===== src/rtl/lr_pkg.sv =====
// shared types and constants of the line rasterizer
package lr_pkg;

   localparam int COORD_W        = 6;
   localparam int COLOR_W        = 24;
   localparam int ERR_W          = 8;
   localparam int GRID_SIZE_DEF  = 64;
   localparam int COLOR_BITS_DEF = 24;
   localparam int QUEUE_DEPTH    = 2;
   localparam int REQ_DATA_W     = 48;
   localparam int RSP_PAYLOAD_W  = 2 * COORD_W + COLOR_W;
   localparam int RSP_DATA_W     = 40;

   typedef logic [COORD_W-1:0] coord_type;
   typedef logic [COLOR_W-1:0] color_type;
   typedef logic signed [ERR_W-1:0] err_type;

   // one classified line command
   typedef struct packed {
      coord_type row;
      coord_type col;
      coord_type trow;
      coord_type tcol;
      coord_type span_row;
      coord_type span_col;
      logic      dec_row;
      logic      dec_col;
      err_type   err;
      color_type color;
   } cmd_type;

   // queue status seen by the front and back
   typedef struct packed {
      logic can_push;
      logic can_pop;
   } qstat_type;

endpackage


===== src/rtl/lr_front.sv =====
// front end: takes a command, clamps it and works out spans, directions and start error
module lr_front #(
   parameter int GRID_SIZE  = lr_pkg::GRID_SIZE_DEF,
   parameter int COLOR_BITS = lr_pkg::COLOR_BITS_DEF
) (
   input  logic                          req_tvalid,
   output logic                          req_tready,
   input  logic [lr_pkg::REQ_DATA_W-1:0] req_tdata,
   input  lr_pkg::qstat_type             qstat,
   output logic                          push,
   output lr_pkg::cmd_type               push_cmd
);
   import lr_pkg::*;

   localparam coord_type COORD_MAX = coord_type'(GRID_SIZE - 1);
   localparam color_type COLOR_MASK = (COLOR_BITS >= COLOR_W) ? {COLOR_W{1'b1}} :
                                      COLOR_W'((64'd1 << COLOR_BITS) - 64'd1);

   coord_type s_row, s_col, e_row, e_col;
   coord_type sr, sc;
   logic [ERR_W-1:0] half_row, half_col;

   function automatic coord_type clamp(input coord_type v);
      clamp = (v > COORD_MAX) ? COORD_MAX : v;
   endfunction

   always_comb begin
      s_row = clamp(req_tdata[COORD_W-1:0]);
      s_col = clamp(req_tdata[2*COORD_W-1:COORD_W]);
      e_row = clamp(req_tdata[3*COORD_W-1:2*COORD_W]);
      e_col = clamp(req_tdata[4*COORD_W-1:3*COORD_W]);

      sr = (s_row > e_row) ? s_row - e_row : e_row - s_row;
      sc = (s_col > e_col) ? s_col - e_col : e_col - s_col;
      half_row = ERR_W'(sr >> 1);
      half_col = ERR_W'(sc >> 1);

      push_cmd.row      = s_row;
      push_cmd.col      = s_col;
      push_cmd.trow     = e_row;
      push_cmd.tcol     = e_col;
      push_cmd.span_row = sr;
      push_cmd.span_col = sc;
      push_cmd.dec_row  = !(s_row < e_row);
      push_cmd.dec_col  = !(s_col < e_col);
      // start error: half the row span when rows dominate, else minus half the column span
      push_cmd.err      = (sr > sc) ? $signed(half_row) : $signed(-half_col);
      push_cmd.color    = req_tdata[4*COORD_W+COLOR_W-1:4*COORD_W] & COLOR_MASK;
   end

   assign req_tready = qstat.can_push;
   assign push       = req_tvalid && qstat.can_push;

endmodule


===== src/rtl/lr_queue.sv =====
// short command queue between front and back
module lr_queue (
   input  logic              clock,
   input  logic              reset,
   input  logic              push,
   input  lr_pkg::cmd_type   push_cmd,
   input  logic              pop,
   output lr_pkg::cmd_type   pop_cmd,
   output lr_pkg::qstat_type qstat
);
   import lr_pkg::*;

   localparam int PTR_W = (QUEUE_DEPTH > 1) ? $clog2(QUEUE_DEPTH) : 1;
   localparam int CNT_W = $clog2(QUEUE_DEPTH + 1);
   localparam logic [PTR_W-1:0] PTR_LAST = PTR_W'(QUEUE_DEPTH - 1);
   localparam logic [CNT_W-1:0] CNT_FULL = CNT_W'(QUEUE_DEPTH);

   cmd_type           entry_ff [QUEUE_DEPTH];
   logic [PTR_W-1:0]  wr_ptr_ff, wr_ptr_in, rd_ptr_ff, rd_ptr_in;
   logic [CNT_W-1:0]  count_ff, count_in;

   assign qstat.can_push = (count_ff != CNT_FULL);
   assign qstat.can_pop  = (count_ff != '0);
   assign pop_cmd        = entry_ff[rd_ptr_ff];

   always_comb begin
      wr_ptr_in = wr_ptr_ff;
      rd_ptr_in = rd_ptr_ff;
      count_in  = count_ff;
      if (push) begin
         wr_ptr_in = (wr_ptr_ff == PTR_LAST) ? '0 : wr_ptr_ff + 1'b1;
      end
      if (pop) begin
         rd_ptr_in = (rd_ptr_ff == PTR_LAST) ? '0 : rd_ptr_ff + 1'b1;
      end
      if (push && !pop) begin
         count_in = count_ff + 1'b1;
      end else if (pop && !push) begin
         count_in = count_ff - 1'b1;
      end
   end

   always_ff @(posedge clock) begin
      if (reset) begin
         wr_ptr_ff <= '0;
         rd_ptr_ff <= '0;
         count_ff  <= '0;
      end else begin
         wr_ptr_ff <= wr_ptr_in;
         rd_ptr_ff <= rd_ptr_in;
         count_ff  <= count_in;
      end
   end

   always_ff @(posedge clock) begin
      if (push) begin
         entry_ff[wr_ptr_ff] <= push_cmd;
      end
   end

endmodule


===== src/rtl/lr_back.sv =====
// back end: steps the error term one pixel a cycle, while the output register is free or taken, into it
module lr_back #(
   parameter int GRID_SIZE = lr_pkg::GRID_SIZE_DEF
) (
   input  logic              clock,
   input  logic              reset,
   input  lr_pkg::qstat_type qstat,
   input  lr_pkg::cmd_type   pop_cmd,
   output logic              pop,
   output logic              out_valid,
   input  logic              out_ready,
   output lr_pkg::coord_type out_row,
   output lr_pkg::coord_type out_col,
   output lr_pkg::color_type out_color,
   output logic              out_last
);
   import lr_pkg::*;

   localparam int CNT_W = (GRID_SIZE > 1) ? $clog2(GRID_SIZE) : 1;
   localparam logic [CNT_W-1:0] CNT_LAST = CNT_W'(GRID_SIZE - 1);

   cmd_type          line_ff, line_in;
   logic             busy_ff, busy_in;
   logic [CNT_W-1:0] cnt_ff, cnt_in;
   logic             valid_ff, valid_in;
   coord_type        row_ff, row_in, col_ff, col_in;
   color_type        color_ff, color_in;
   logic             last_ff, last_in;

   logic    emit, done, row_step, col_step;
   err_type dr, dc;

   assign pop  = !busy_ff && qstat.can_pop;
   assign emit = busy_ff && (!valid_ff || out_ready);
   assign done = (line_ff.row == line_ff.trow) && (line_ff.col == line_ff.tcol);

   always_comb begin
      dr       = $signed(ERR_W'(line_ff.span_row));
      dc       = $signed(ERR_W'(line_ff.span_col));
      row_step = line_ff.err > -dr;
      col_step = line_ff.err < dc;

      line_in  = line_ff;
      busy_in  = busy_ff;
      cnt_in   = cnt_ff;
      valid_in = (out_ready) ? 1'b0 : valid_ff;
      row_in   = row_ff;
      col_in   = col_ff;
      color_in = color_ff;
      last_in  = last_ff;

      if (pop) begin
         line_in = pop_cmd;
         busy_in = 1'b1;
         cnt_in  = '0;
      end else if (emit) begin
         valid_in = 1'b1;
         row_in   = line_ff.row;
         col_in   = line_ff.col;
         color_in = line_ff.color;
         last_in  = done;
         if (done || cnt_ff == CNT_LAST) begin
            busy_in = 1'b0;
         end else begin
            cnt_in = cnt_ff + 1'b1;
            line_in.err = line_ff.err - (row_step ? dc : err_type'(0))
                                      + (col_step ? dr : err_type'(0));
            if (row_step) begin
               line_in.row = line_ff.dec_row ? line_ff.row - 1'b1 : line_ff.row + 1'b1;
            end
            if (col_step) begin
               line_in.col = line_ff.dec_col ? line_ff.col - 1'b1 : line_ff.col + 1'b1;
            end
         end
      end
   end

   always_ff @(posedge clock) begin
      if (reset) begin
         busy_ff  <= 1'b0;
         valid_ff <= 1'b0;
      end else begin
         busy_ff  <= busy_in;
         valid_ff <= valid_in;
      end
   end

   always_ff @(posedge clock) begin
      line_ff  <= line_in;
      cnt_ff   <= cnt_in;
      row_ff   <= row_in;
      col_ff   <= col_in;
      color_ff <= color_in;
      last_ff  <= last_in;
   end

   assign out_valid = valid_ff;
   assign out_row   = row_ff;
   assign out_col   = col_ff;
   assign out_color = color_ff;
   assign out_last  = last_ff;

endmodule


===== src/rtl/line_rasterizer.sv =====
// top level of the line rasterizer: front end, command queue and stepping back end
//
// channel  direction  contents
// req_     in         one line command: start point, end point, color
// rsp_     out        one pixel: position and color, tlast on the end point
//
// a line of n pixels leaves at one pixel a cycle while rsp_ is not stalled, once the
// command is loaded into the stepper; n is at most GRID_SIZE
// the error-term stepper in the back end sets that rate; the front end keeps taking
// commands while the two-entry queue has room, so the next line is ready on finish
// reset is synchronous and clears the queue, the stepper busy flag and the output valid
// a stall on rsp_ holds the pixel in the output register and pauses the stepper, not the intake
module line_rasterizer #(
   parameter int GRID_SIZE  = lr_pkg::GRID_SIZE_DEF,
   parameter int COLOR_BITS = lr_pkg::COLOR_BITS_DEF
) (
   input  logic                          clock,
   input  logic                          reset,
   // command channel
   input  logic                          req_tvalid,
   output logic                          req_tready,
   // start_row, start_col, end_row, end_col, draw_color
   input  logic [lr_pkg::REQ_DATA_W-1:0] req_tdata,
   // pixel channel
   output logic                          rsp_tvalid,
   input  logic                          rsp_tready,
   // pixel_row, pixel_col, pixel_color, zero padding
   output logic [lr_pkg::RSP_DATA_W-1:0] rsp_tdata,
   // last_pixel
   output logic                          rsp_tlast
);
   import lr_pkg::*;

   qstat_type qstat;
   cmd_type   push_cmd, pop_cmd;
   logic      push, pop;
   coord_type out_row, out_col;
   color_type out_color;

   // classify and clamp incoming commands
   lr_front #(
      .GRID_SIZE  (GRID_SIZE),
      .COLOR_BITS (COLOR_BITS)
   ) u_front (
      .req_tvalid (req_tvalid),
      .req_tready (req_tready),
      .req_tdata  (req_tdata),
      .qstat      (qstat),
      .push       (push),
      .push_cmd   (push_cmd)
   );

   // decouples command intake from pixel stepping
   lr_queue u_queue (
      .clock    (clock),
      .reset    (reset),
      .push     (push),
      .push_cmd (push_cmd),
      .pop      (pop),
      .pop_cmd  (pop_cmd),
      .qstat    (qstat)
   );

   // bresenham stepper with registered pixel output
   lr_back #(
      .GRID_SIZE (GRID_SIZE)
   ) u_back (
      .clock     (clock),
      .reset     (reset),
      .qstat     (qstat),
      .pop_cmd   (pop_cmd),
      .pop       (pop),
      .out_valid (rsp_tvalid),
      .out_ready (rsp_tready),
      .out_row   (out_row),
      .out_col   (out_col),
      .out_color (out_color),
      .out_last  (rsp_tlast)
   );

   // pack pixel fields lowest first, pad to whole bytes
   assign rsp_tdata = {{(RSP_DATA_W-RSP_PAYLOAD_W){1'b0}}, out_color, out_col, out_row};

endmodule


===== config.mk =====
export PLATFORM = sky130hd
export DESIGN_NAME = line_rasterizer
export DESIGN_NICKNAME = d
export VERILOG_FILES = /design/src/rtl/lr_pkg.sv /design/src/rtl/lr_front.sv /design/src/rtl/lr_queue.sv /design/src/rtl/lr_back.sv /design/src/rtl/line_rasterizer.sv
export SDC_FILE = /design/constraint.sdc
export NUM_CORES = 1
export LEC_CHECK = 0
export BUFFER_PORTS_ARGS = -buffer_cell sky130_fd_sc_hd__buf_2
export CAP_MARGIN = 10
export CORE_MARGIN = 2
export CORE_UTILIZATION = 62
export CTS_BUF_LIST = sky130_fd_sc_hd__clkbuf_8
export DETAILED_ROUTE_END_ITERATION = 8
export MAX_ROUTING_LAYER = met4
export PLACE_DENSITY = 0.86
export SLEW_MARGIN = 30
export SYNTH_ARGS = -nofsm -noshare
export SYNTH_HDL_FRONTEND = slang
export SYNTH_HIERARCHICAL = 1
export SYNTH_SLANG_ARGS = --single-unit

===== constraint.sdc =====
create_clock -name clock -period 4.9 [get_ports clock]
set_input_delay 0.735 -clock clock [delete_from_list [all_inputs] [get_ports clock]]
set_output_delay 0.735 -clock clock [all_outputs]
set_load 0.02 [all_outputs]

Word level (Yosys, flattened, before mapping)
Memory sizes are Yosys's and may differ from the RTL's. A register that Yosys moved wholly into a read port is not among the register bits. Cells that the tools add are included.

$add $sub $neg: 17. Magnitude comparators: 11. Equality and inequality tests: 5. Multiplexer cells: 33. Bitwise gates (word level): 2. Reductions and logical operators: 26.

Operators by type and width (number): $mux W6 (12); $mux W12 (3); $mux W8 (4); $gt A6 B6 Y1 const B (4); $sub A6 B6 Y6 (4); $add A6 B1 Y6 const B (3); $gt A6 B6 Y1 (3); $eq A6 B6 Y1 (2); $lt A6 B6 Y1 (2); $mux W1 (12); $reduce_bool A2 Y1 (6); $sub A6 B1 Y6 const B (2); $add A8 B8 Y8 (1); $gt A8 B8 Y1 (1); $lt A8 B7 Y1 (1); $neg A5 Y8 (1); $neg A6 Y8 (1); $reduce_and A2 Y1 (4); $sub A8 B8 Y8 (1); $eq A6 B6 Y1 const B (1); $logic_and A1 B1 Y1 (6); $logic_not A1 Y1 (6); $reduce_and A3 Y1 (2); $mux W2 (2); 6 further kinds (10).

Register bits: 119. Bits in writable memories: 140. Bits of input ports: 52. Output and inout bits: 43. Word-level logic and storage cells: 115. Memories: 1.

Memories: u_queue.entry_ff (depth 2, width 70, rd ports 1, clocked after memory_dff 1, wr ports 1, RTL line lr_queue.sv:18) `cmd_type entry_ff [QUEUE_DEPTH];`.

Longest topological paths before layout
Gate-level depths: netlist of the first run.

Depth in word-level cells: 8. Gate-level depth with buffers: 20. Depth with buffers taken out: 20.

Cells and area by module
Netlist of the first run, hierarchy kept.

By module, submodules not included: lr_back (instances 1, cells each 398, area each 5405.2 µm², sequential area each 3373.2 µm²); lr_queue (instances 1, cells each 240, area each 5283.8 µm², sequential area each 4304.1 µm²); lr_front (instances 1, cells each 253, area each 1672.9 µm², sequential area each 0.0 µm²); line_rasterizer (instances 1, cells each 5, area each 33.8 µm², sequential area each 0.0 µm²).

Worst setup path before layout of the first run
No wires, ideal clock.

Path type: input-to-reg. From: input port req_tdata[13] in the netlist's numbering. To: memory u_queue/entry_ff[0][24] in the netlist's numbering (data pin). Setup time: 0.262 ns. Arrival: 4.290 ns. Data required time: 4.638 ns. Slack: 0.347 ns. Cell stages on the path: 15. Path buffers: 1. Cell sequence: clkbuf_1 -> ha_1 -> ha_1 -> o221ai_1 -> a211oi_1 -> nor4_4 -> mux2i_1 -> o21ai_1 -> a221o_1 -> xor2_1 -> ha_1 -> nor2b_1 -> o22ai_1 -> inv_1 -> mux2_2.

RTL lines: from (decl) (RTL line line_rasterizer.sv:23) `input logic [lr_pkg::REQ_DATA_W-1:0] req_tdata,`; to (decl) (RTL line lr_queue.sv:18).

==> summary.md, run 1 <==
| Metric | Value |
|---|---|
| RSZ-0062 raised after global routing | `no` |
| GPL Wtd Cong | `0.935` |
| Number of synthesized flops with an enable pin | `247` |
| Grt ovf | `0` |
| Sequential share of the synthesized area | `61.9%` |
| Slew Viols, Final | `0` |
| Final setup vio count | `0` |
| Leak | `5.39 nW` |
| Worst Max-Slew Pin Slew | `945 ps` |
| DRT antenna net count | `0` |
| Nets | `1085` |
| Core Region | `0.0195 mm²` |
| Min-Delay Path Class | `input pin to flop` |
| Die Wd | `145 µm` |
| Max-cap violations | `0` |
| Top cell type's share of synthesized area | `59.8%` |
| Pint | `0.00576 W` |
| Fmax | `221 MHz` |
| Fill cells | `1279` |
| WL per Instance | `16.8 µm` |
| Iteration-0 DRC Markers | `399` |
| Logic gate share of total power | `40.3%` |
| Synth area leaders | `edfxtp_1 (60%), mux2_1 (6.4%), ha_1 (5.7%), inv_1 (2.5%), dfxtp_1 (2.1%)` |
| # Post-CTS Setup Buffers | `0` |
| Clock Power Share | `18.3%` |
| CP Cell Sequence | `nor3_1, nand3_1, xnor2_1, ha_1, a21o_1, a2111oi_2, a21oi_1, and2_1, fa_1, inv_1, ha_1, a21oi_1, o211ai_1, a21oi_1, xor2_1, o21ai_0` |
| I/O pin count | `95` |
| TritonCTS Buffers | `41` |
| Global-route wire length before repair | `34200 µm` |
| Die Y-Extent | `145 µm` |
| Final worst setup slack | `372 ps` |
| Reg power frac | `41.4%` |
| Vias per inst | `5.49` |
| Pwr/cell area | `665 mW/mm²` |
| Post-CTS Hold Fix Bufs | `0` |
| P_sw | `0.00329 W` |
| Placement Setup Slack | `181 ps` |
| Post-synth ARST share | `0%` |
| CTS max path bufs | `3` |
| Total global-route track usage | `20.9%` |
| 1st-pass router iterations | `5` |
| #FFs+latches synth | `260` |
| Layout cells sized above 1 | `18.2%` |
| CP bufs+invs | `1` |
| Post-Synthesis Cells | `896` |
| Top cells by count, synth | `edfxtp_1 (247), inv_1 (83), mux2_1 (70)` |
| Endpoint class of the critical path | `flop` |
| Worst-path fanout max | `7` |
| Fin. Hold Viols | `0` |
| Primary FF master, synth | `edfxtp_1` |
| Largest net degree at the start of global routing | `51` |
| Synth area leader | `edfxtp_1` |
| Antenna violations before repair | `0` |
| Yosys cell types | `67` |
| CP required | `5120 ps` |
| Outcome | `finished clean` |
| Area of the die | `0.0211 mm²` |
| I/O Buffers | `90` |
| Syn avg cell area | `13.8 µm²` |
| Clk root buf | `clkbuf_8` |
| CP top delay family | `compound AO/OA/AOI/OAI gates` |
| Kind of critical path | `flop to flop` |
| Layout area overhead | `9.71%` |
| Critical Path Most Common Cell | `a21oi_1` |
| Top-count cell post-synth | `edfxtp_1` |
| Placement Rows | `51` |
| Critical Path AT | `4750 ps` |
| CTS H-tree depth | `2` |
| Setup TNS | `0 ps` |
| VDD IR max | `0.468 mV` |
| Switching share of total power | `36.4%` |
| Via count | `6915` |
| Crit path time final | `4530 ps` |
| Multi-input logic area | `0.00396 mm²` |
| Rel. slew slack | `37.0%` |
| Synthesized cell area | `0.0124 mm²` |
| Max incr delay on CP | `550 ps` |
| HPWL after DPL | `14800 µm` |
| Skew-Pair Late Insertion Delay | `530 ps` |
| Clock skew | `21.0 ps` |
| Critical Path Source Type | `flop` |
| Total Wirelength | `21200 µm` |
| Final Cycle Share | `92.4%` |
| Clk sinks | `260` |
| Ant diodes | `0` |
| Vias in the first global route | `7049` |
| Starting density of the core | `63.5%` |
| Storage cell area | `0.00768 mm²` |
| Slowest stage cell, crit path | `fa_1` |
| Post-CTS sizing | `0` |
| CTS tree | `yes` |
| DRC violations left | `0` |
| Clock slew at reported path FFs | `60 ps` |
| Synth Warn # | `6` |
## layout by cell type, fill, tap and decap left out, types with 20 or more instances in the layout
cell / Yosys / layout
xnor2_1: 20 / 20
nor2_1: 40 / 40
xor2_1: 28 / 28
buf_2: 4 / 90
ha_1: 56 / 56
nand2_1: 35 / 35
inv_1: 83 / 97
mux2_1: 70 / 70
edfxtp_1: 247 / 247
a21oi_1: 44 / 44
clkbuf_8: 0 / 44
## registers in the layout, indices dropped and copies added (netlist names), 2 cells and up, named ones only
signal	count
u_queue/entry_ff	140
u_back/line_ff	58
u_back/out_color	24
u_back/cnt_ff	6
u_back/dc	6
u_back/dr	6
u_back/out_col	6
u_back/out_row	6
u_queue/count_ff	2
## worst reg2reg max path, stage by stage (launching register included)
cell       delay [ps]
edfxtp_1          470
nor3_1            290
nand3_1           150
xnor2_1           140
ha_1              290
a21o_1            200
a2111oi_2         360
a21oi_1           260
and2_1            250
fa_1              550
inv_1              60
ha_1              290
a21oi_1           310
o211ai_1          150
a21oi_1           200
xor2_1            160
o21ai_0            90
## per-layer routing
metal	global-route usage, %	wire [µm]	up-vias
met3	3.92	1150	47
met5	-	0	-
li1	-	-	3310
met4	7.84	544	0
met2	34.4	10200	207
met1	26.1	9220	3351
## path summary, 6_finish.rpt
kind         slack (ps)          startpoint  cells after the start                     end
min reg2reg         420  u_back/line_ff[23]                      0    u_back/out_color[23]
max reg2reg         370        u_back/dr[3]                     16      u_back/line_ff[29]
min                 390       req_tdata[25]                      1  u_queue/entry_ff[1][1]
max                 370        u_back/dr[3]                     16      u_back/line_ff[29]
## power groups by stage
stage / registers, W / clock network [W] / logic (W)
4_1_cts: 0.00375 / 0.00170 / 0.00364
5_1_grt: 0.00381 / 0.00178 / 0.00407
2_1_floorplan: 0.00378 / 0 / 0.00273
3_3_place_gp: 0.00376 / 0 / 0.00346
3_5_place_dp: 0.00379 / 0 / 0.00360
6_report: 0.00375 / 0.00165 / 0.00365
## per-stage QoR
step / cells / hold slack (ps) / area (µm²) / power (W) / utilization, %
2_1_floorplan: 899 / 400 / 12400 / 0.00651 / -
3_3_place_gp: 1189 / 401 / 12900 / 0.00722 / 65.8
3_5_place_dp: 1189 / 405 / 12900 / 0.00740 / 65.8
4_1_cts: 1260 / 361 / 13600 / 0.00909 / 69.6
5_1_grt: 1260 / 363 / 13600 / 0.00966 / 69.6
6_report: 1260 / 389 / 13600 / 0.00905 / 69.6
## final cells by class
| type | instances | area share (%) |
|---|---|---|
| clock inverter | 27 | 1.02 |
| clock buffer | 44 | 4.45 |
| multi-input combinational | 477 | 29.1 |
| inverter | 86 | 2.37 |
| sequential | 260 | 56.5 |
| tap | 265 | 2.44 |
| timing repair buffer | 101 | 4.10 |
## cells by family after synthesis
family	share of synthesized area (%)
DFF	61.9
buffers and inverters	6.25
and+or+nand+nor	7.35
AOI/OAI and AO/OA	5.64
muxes	7.60
adders and majority gates	7.67
xor gates and xnor gates	3.52
other	0.0303
(Power assumes the default switching activity.)
==> run 2, diff against run 1 <==
Settings changed: CORE_ASPECT_RATIO set to 1.25, CORE_UTILIZATION 62 to 56, PLACE_DENSITY 0.86 to 0.82.
Clock period 4.9 ns to 4 ns, I/O delays scaled along.
==> summary.md, run 2 (synthesized netlist as in run 1, its figures left out) <==
| Metric | Value |
|---|---|
| TritonCTS Buffers | `36 (-12%)` |
| Final Cycle Share | `100% (+7.5 points)` |
| CTS H-tree depth | `2 (unchanged)` |
| DRC violations left | `0 (unchanged)` |
| Switching share of total power | `36.5% (+0.14 points)` |
| Vias per inst | `5.33 (-2.9%)` |
| Endpoint class of the critical path | `flop` |
| Die Wd | `137 µm (-5.7%)` |
| Critical Path Source Type | `flop` |
| Placement Setup Slack | `-208 ps (-389 ps)` |
| Clock skew | `20.5 ps (-0.573 ps)` |
| Largest net degree at the start of global routing | `71 (+39%)` |
| CP required | `4240 ps (-880 ps)` |
| Slew Viols, Final | `0 (unchanged)` |
| GPL Wtd Cong | `0.881 (-5.8%)` |
| Rel. slew slack | `46.5% (+9.5 points)` |
| Fmax | `250 MHz (+13%)` |
| Starting density of the core | `57.3% (-6.1 points)` |
| CTS max path bufs | `3 (unchanged)` |
| Leak | `5.75 nW (+6.6%)` |
| Largest Register | `u_queue/entry_ff` |
| Skew-Pair Late Insertion Delay | `510 ps (-20 ps)` |
| Placement Rows | `60 (+18%)` |
| HPWL after DPL | `16000 µm (+8.3%)` |
| DRT antenna net count | `0 (unchanged)` |
| Die Y-Extent | `170 µm (+17%)` |
| Grt ovf | `0 (unchanged)` |
| Pint | `0.00788 W (+37%)` |
| Layout area overhead | `15.7%` |
| Post-CTS Hold Fix Bufs | `0 (unchanged)` |
| Total Wirelength | `23200 µm (+9.5%)` |
| Global-route wire length before repair | `36300 µm (+6.1%)` |
| Worst Max-Slew Pin Slew | `802 ps (-143 ps)` |
| Critical Path AT | `4240 ps (-510 ps)` |
| Kind of critical path | `flop to flop` |
| Core Region | `0.0216 mm² (+11%)` |
| Reg power frac | `37.1% (-4.3 points)` |
| Nets | `1151 (+6.1%)` |
| Fin. Hold Viols | `0 (unchanged)` |
| Area of the die | `0.0233 mm² (+10%)` |
| VDD IR max | `0.570 mV (+22%)` |
| R2R Path Start | `u_back/dr[3]` |
| Fill cells | `1514 (+18%)` |
| RSZ-0062 raised after global routing | `yes` |
| Min-Delay Path Class | `input pin to flop` |
| Clock Power Share | `16.4% (-1.9 points)` |
| Critical path endpoint | `u_back/line_ff[31]` |
| Largest register FFs | `140 (unchanged)` |
| 1st-pass router iterations | `5 (unchanged)` |
| Beginning of the critical path | `u_back/dr[3]` |
| Vias in the first global route | `7394 (+4.9%)` |
| Layout cells sized above 1 | `26.6% (+8.4 points)` |
| Worst reg2reg setup slack | `1 ps (-370 ps)` |
| Antenna violations before repair | `0 (unchanged)` |
| Via count | `7144 (+3.3%)` |
| Pwr/cell area | `865 mW/mm² (+30%)` |
| Most frequent cells in the layout | `edfxtp_1 (247), inv_1 (90), buf_2 (90)` |
| Final setup vio count | `0 (unchanged)` |
| Max-cap violations | `0 (unchanged)` |
| # placed instances | `1269 (+6.7%)` |
| I/O Buffers | `90 (unchanged)` |
| Crit path time final | `4000 ps (-530 ps)` |
| Final worst setup slack | `1.47 ps (-370 ps)` |
| Core Util, Final | `66.3% (-3.3 points)` |
| Most common cell after layout, fill and taps aside | `edfxtp_1` |
| Setup TNS | `0 ps (unchanged)` |
| CTS tree | `yes` |
| Worst-path fanout max | `4 (-3)` |
| Total global-route track usage | `20.6% (-0.26 points)` |
| Reg-to-reg critical path endpoint | `u_back/line_ff[31]` |
| Clk sinks | `260 (unchanged)` |
| R2r worst-path depth | `17 (+1)` |
| Clock slew at reported path FFs | `70 ps (about the same)` |
| Clk root buf | `clkbuf_8` |
| WL per Instance | `17.3 µm (+2.9%)` |
| Logic gate share of total power | `46.5% (+6.2 points)` |
| I/O pin count | `95 (unchanged)` |
| Outcome | `finished clean` |
| Iteration-0 DRC Markers | `453 (+14%)` |
| Post-Layout Cell Count | `1341 (+6.4%)` |
| P_sw | `0.00453 W (+38%)` |
run 2: changes by cell type in the layout (fill, tap and decap cells not counted), moves of 3 or more:
cell,change
buf_4,+71
inv_1,-7
and2_4,+6
ha_1,-6
and2_1,-5
clkbuf_8,-5
ha_4,+5
inv_2,+4
a21oi_1,-3
nor3_1,-3
run 2: critical path, cell delays in order (launching register included):
cell	delay, ps
edfxtp_1	400
nor3_2	220
nand3_1	140
xnor2_1	150
ha_1	310
a21o_1	200
a2111oi_4	320
a21oi_2	140
and2_4	180
fa_1	510
inv_1	70
ha_4	270
buf_4	120
nand2_2	60
o211ai_1	200
a31oi_1	130
xnor2_1	190
a21oi_1	120
run 2: layout make-up:
type                    count  area [µm²]  area share, %
diodes                      1        2.50         0.0175
inverters                  86         323           2.25
clock inverters            27         200           1.40
repair buffers            172        1080           7.55
clock buffers              39         537           3.74
well taps                 279         349           2.43
flip-flops and latches    260        7680           53.6
multi-input cells         477        4160           29.0
run 2: power by group through the flow:
| stage | Sequential [W] | Clock [W] | Combinational [W] |
|---|---|---|---|
| 2_1_floorplan | 0.00462 | 0 | 0.00339 |
| 3_3_place_gp | 0.00461 | 0 | 0.00466 |
| 3_5_place_dp | 0.00466 | 0 | 0.00487 |
| 4_1_cts | 0.00461 | 0.00209 | 0.00509 |
| 5_1_grt | 0.00468 | 0.00218 | 0.00632 |
| 6_report | 0.00460 | 0.00203 | 0.00577 |
run 2: layer usage:
metal	GRT usage [%]	vias to the layer above	wire length, µm
met1	23.8	3446	9360
met3	2.47	54	990
met2	36.4	195	12100
met4	8.25	0	717
li1	-	3449	-
met5	-	-	0
run 2: metrics by stage:
| stage | hold WS, ps | power (W) | cell area, µm² |
|---|---|---|---|
| 6_report | 280 | 0.0124 | 14300 |
| 4_1_cts | 255 | 0.0118 | 14200 |
| 2_1_floorplan | 400 | 0.00801 | 12500 |
| 3_5_place_dp | 405 | 0.00953 | 13400 |
| 5_1_grt | 260 | 0.0132 | 14300 |
| 3_3_place_gp | 401 | 0.00927 | 13400 |
run 2: how the worst min path moves through the flow:
stage                        from                     end  depth (start not counted)
5_1_grt             req_tdata[31]  u_queue/entry_ff[1][7]                          1
3_5_place_dp   u_back/line_ff[10]    u_back/out_color[10]                          0
4_1_cts             req_tdata[30]  u_queue/entry_ff[0][6]                          1
3_3_place_gp    u_back/line_ff[6]     u_back/out_color[6]                          0
6_report            req_tdata[30]  u_queue/entry_ff[0][6]                          1
2_1_floorplan   u_back/line_ff[0]     u_back/out_color[0]                          0
run 2: repair_timing:
item,CTS,global route
gates resized for setup,9,21
endpoints found under the setup margin,5,5
buffers inserted,0,4
hold endpoints to repair,0,0
pin swaps,7,26
==> run 3, diff against run 2 <==
Settings changed: SKIP_LAST_GASP set to 1, SYNTH_HIERARCHICAL 1 to not set.
==> summary.md, run 3 <==
| Metric | Value |
|---|---|
| Clock skew | `32.0 ps (+11.5 ps)` |
| Iteration-0 DRC Markers | `421 (-7.1%)` |
| R2r worst-path depth | `21 (+4)` |
| Post-Synthesis Cells | `830 (-7.4%)` |
| Largest net degree at the start of global routing | `71 (unchanged)` |
| HPWL after DPL | `15900 µm (-1.0%)` |
| Synth area leader | `edfxtp_1` |
| Critical Path Source Type | `flop` |
| CP required | `4350 ps (+110 ps)` |
| RSZ-0062 raised after global routing | `yes` |
| CP bufs+invs | `3 (+1)` |
| Die Y-Extent | `167 µm (-2.0%)` |
| Failing checks | `setup timing` |
| R2R Path Start | `u_back.dr[1]` |
| CP Cell Sequence | `inv_2, ha_2, inv_1, ha_1, nor2b_1, o21ai_0, nand2b_1, a21oi_2, o21a_1, o22ai_2, and2_4, fa_1, inv_1, ha_1, a21o_1, a21oi_2, o21bai_1, a21oi_2, o21bai_1, mux2i_1, a311oi_1` |
| 1st-pass router iterations | `5 (unchanged)` |
| Critical Path AT | `4370 ps (+130 ps)` |
| Antenna violations before repair | `1 (+1)` |
| DRT antenna net count | `0 (unchanged)` |
| Via count | `7002 (-2.0%)` |
| Worst min-delay path startpoint | `req_tdata[40]` |
| Layout cells sized above 1 | `28.2% (+1.7 points)` |
| VDD IR max | `0.449 mV (-21%)` |
| Placement Setup Slack | `-201 ps (+7.06 ps)` |
| Starting density of the core | `57.1% (-0.19 points)` |
| Synthesized cell area | `0.0119 mm² (-4.0%)` |
| Leak | `5.55 nW (-3.5%)` |
| Layout area overhead | `16.1%` |
| Clk root buf | `clkbuf_8` |
| WL per Instance | `18.0 µm (+4.2%)` |
| Fmax | `249 MHz (-0.35%)` |
| Syn avg cell area | `14.3 µm² (+3.6%)` |
| Top cells by count, synth | `edfxtp_1 (247), inv_1 (81), ha_1 (62)` |
| Critical Path Most Common Cell | `a21oi_2` |
| Most frequent cells in the layout | `edfxtp_1 (247), inv_1 (90), buf_2 (90)` |
| CTS H-tree depth | `2 (unchanged)` |
| CTS max path bufs | `3 (unchanged)` |
| Top-count cell post-synth | `edfxtp_1` |
| Clk sinks | `260 (unchanged)` |
| CTS tree | `yes` |
| Area of the die | `0.0224 mm² (-3.9%)` |
| Slew Viols, Final | `0 (unchanged)` |
| Placement Rows | `59 (-1.7%)` |
| Worst reg2reg setup slack | `-10 ps (about the same)` |
| TritonCTS Buffers | `40 (+11%)` |
| Final worst setup slack | `-12.4 ps (-13.9 ps)` |
| Critical path endpoint | `u_back.line_ff[31]` |
| Final Cycle Share | `100% (+0.35 points)` |
| Post-CTS Hold Fix Bufs | `0 (unchanged)` |
| Worst Max-Slew Pin Slew | `896 ps (+93.9 ps)` |
| CP Depth | `21 (+4)` |
| Synth Warn # | `0 (-6)` |
| GPL Wtd Cong | `0.889 (+0.94%)` |
| Vias in the first global route | `7232 (-2.2%)` |
| Largest Register | `u_queue.entry_ff` |
| Total Wirelength | `23200 µm (about the same)` |
| Final Power | `0.0121 W (-2.1%)` |
| Top cell type's share of synthesized area | `62.4% (+2.5 points)` |
| CP top delay family | `adder cells` |
| Post-synth ARST share | `0% (unchanged)` |
| Synth area leaders | `edfxtp_1 (62%), ha_1 (6.5%), mux2_2 (5.0%), inv_1 (2.6%), xnor2_1 (2.2%)` |
| Max-cap violations | `0 (unchanged)` |
| Most common cell after layout, fill and taps aside | `edfxtp_1` |
| Reg-to-reg critical path endpoint | `u_back.line_ff[31]` |
| Min-Delay Path Class | `input pin to flop` |
| Final setup vio count | `3 (+3)` |
| Core Region | `0.0208 mm² (-3.7%)` |
| I/O Buffers | `90 (unchanged)` |
| Outcome | `finished with violations` |
| Yosys cell types | `54 (-19%)` |
| Global-route wire length before repair | `36500 µm (+0.63%)` |
| Worst-path fanout max | `4 (unchanged)` |
| Skew-Pair Late Insertion Delay | `540 ps (+30 ps)` |
| Beginning of the critical path | `u_back.dr[1]` |
| Primary FF master, synth | `edfxtp_1` |
| Nets | `1109 (-3.6%)` |
| Kind of critical path | `flop to flop` |
| Max incr delay on CP | `530 ps (+20 ps)` |
| Fin. Hold Viols | `0 (unchanged)` |
| #FFs+latches synth | `260 (unchanged)` |
| DRC violations left | `0 (unchanged)` |
| Pwr/cell area | `879 mW/mm² (+1.6%)` |
| Rel. slew slack | `40.2% (-6.3 points)` |
| Endpoint class of the critical path | `flop` |
| Clock slew at reported path FFs | `60 ps (about the same)` |
| Number of synthesized flops with an enable pin | `247 (unchanged)` |
| Largest register FFs | `140 (unchanged)` |
| Total global-route track usage | `21.5% (+0.90 points)` |
| Sequential share of the synthesized area | `64.5% (+2.6 points)` |
| Grt ovf | `0 (unchanged)` |
| Slowest stage cell, crit path | `fa_1` |
| I/O pin count | `95 (unchanged)` |
| Die Wd | `134 µm (-2.0%)` |
| Vias per inst | `5.44 (+2.0%)` |
| Crit path time final | `4010 ps (+13.9 ps)` |
[run 3: area by class of cell]
class / instances / area, µm²
tap: 274 / 343
clock buffer: 41 / 564
timing repair buffer: 153 / 931
multi-input combinational: 446 / 3820
inverter: 82 / 308
sequential: 260 / 7680
fill: 1410 / 7010
clock inverter: 31 / 165
antenna: 1 / 2.50
[run 3: repair_timing]
action | 4_1_cts | 5_1_grt
pin swaps | 19 | 12
endpoints found under the setup margin | 4 | 5
resized for setup | 11 | 7
buffers inserted | 3 | 1
[run 3: layer usage]
layer  wire, µm  global-route usage (%)  vias up
met5          0                       -        -
met4        775                    8.56        0
met3       1060                    3.01       60
met2      12200                    37.1      232
met1       9160                    25.6     3411
li1           -                       -     3299
[run 3: worst min path at each step]
stage	cells past startpoint	slack, ps	to
after floorplan	0	400	u_back.out_color[0]
after global placement	0	400	u_back.out_color[11]
after detailed placement	0	410	u_back.out_color[13]
after CTS	1	230	u_queue.entry_ff[1][16]
after global routing	1	230	u_queue.entry_ff[1][16]
final	1	260	u_queue.entry_ff[1][16]
[run 3: cell families (layout without fill, tap and decap cells)]
family | count (synthesis) | in the layout | synth area share [%]
buffers and inverters | 127 | 307 | 4.20
and+or+nand+nor | 128 | 128 | 5.60
DFF | 260 | 260 | 64.5
muxes | 75 | 75 | 6.87
AOI/OAI and AO/OA | 117 | 117 | 6.63
adders and majority gates | 74 | 74 | 8.54
other | 1 | 5 | 0.0315
xor gates and xnor gates | 48 | 48 | 3.60
[run 3: through the flow]
| step | util (%) | instance area [µm²] | hold WS, ps | TNS (ps) | instances |
|---|---|---|---|---|---|
| final | 66.3 | 13800 | 256 | -18.9 | 1288 |
| after global routing | 66.3 | 13800 | 228 | -987 | 1288 |
| after CTS | 66.1 | 13800 | 235 | -91.5 | 1286 |
| after detailed placement | 62.3 | 13000 | 405 | -2110 | 1211 |
| after global placement | 62.3 | 13000 | 401 | -470 | 1211 |
| after floorplan | - | 11900 | 400 | 0 | 833 |
[run 3: report_power, final]
group | internal (W) | switching [W]
clock network | 0.00102 | 0.000973
logic | 0.00251 | 0.00288
registers | 0.00425 | 0.000501
total | 0.00779 | 0.00435
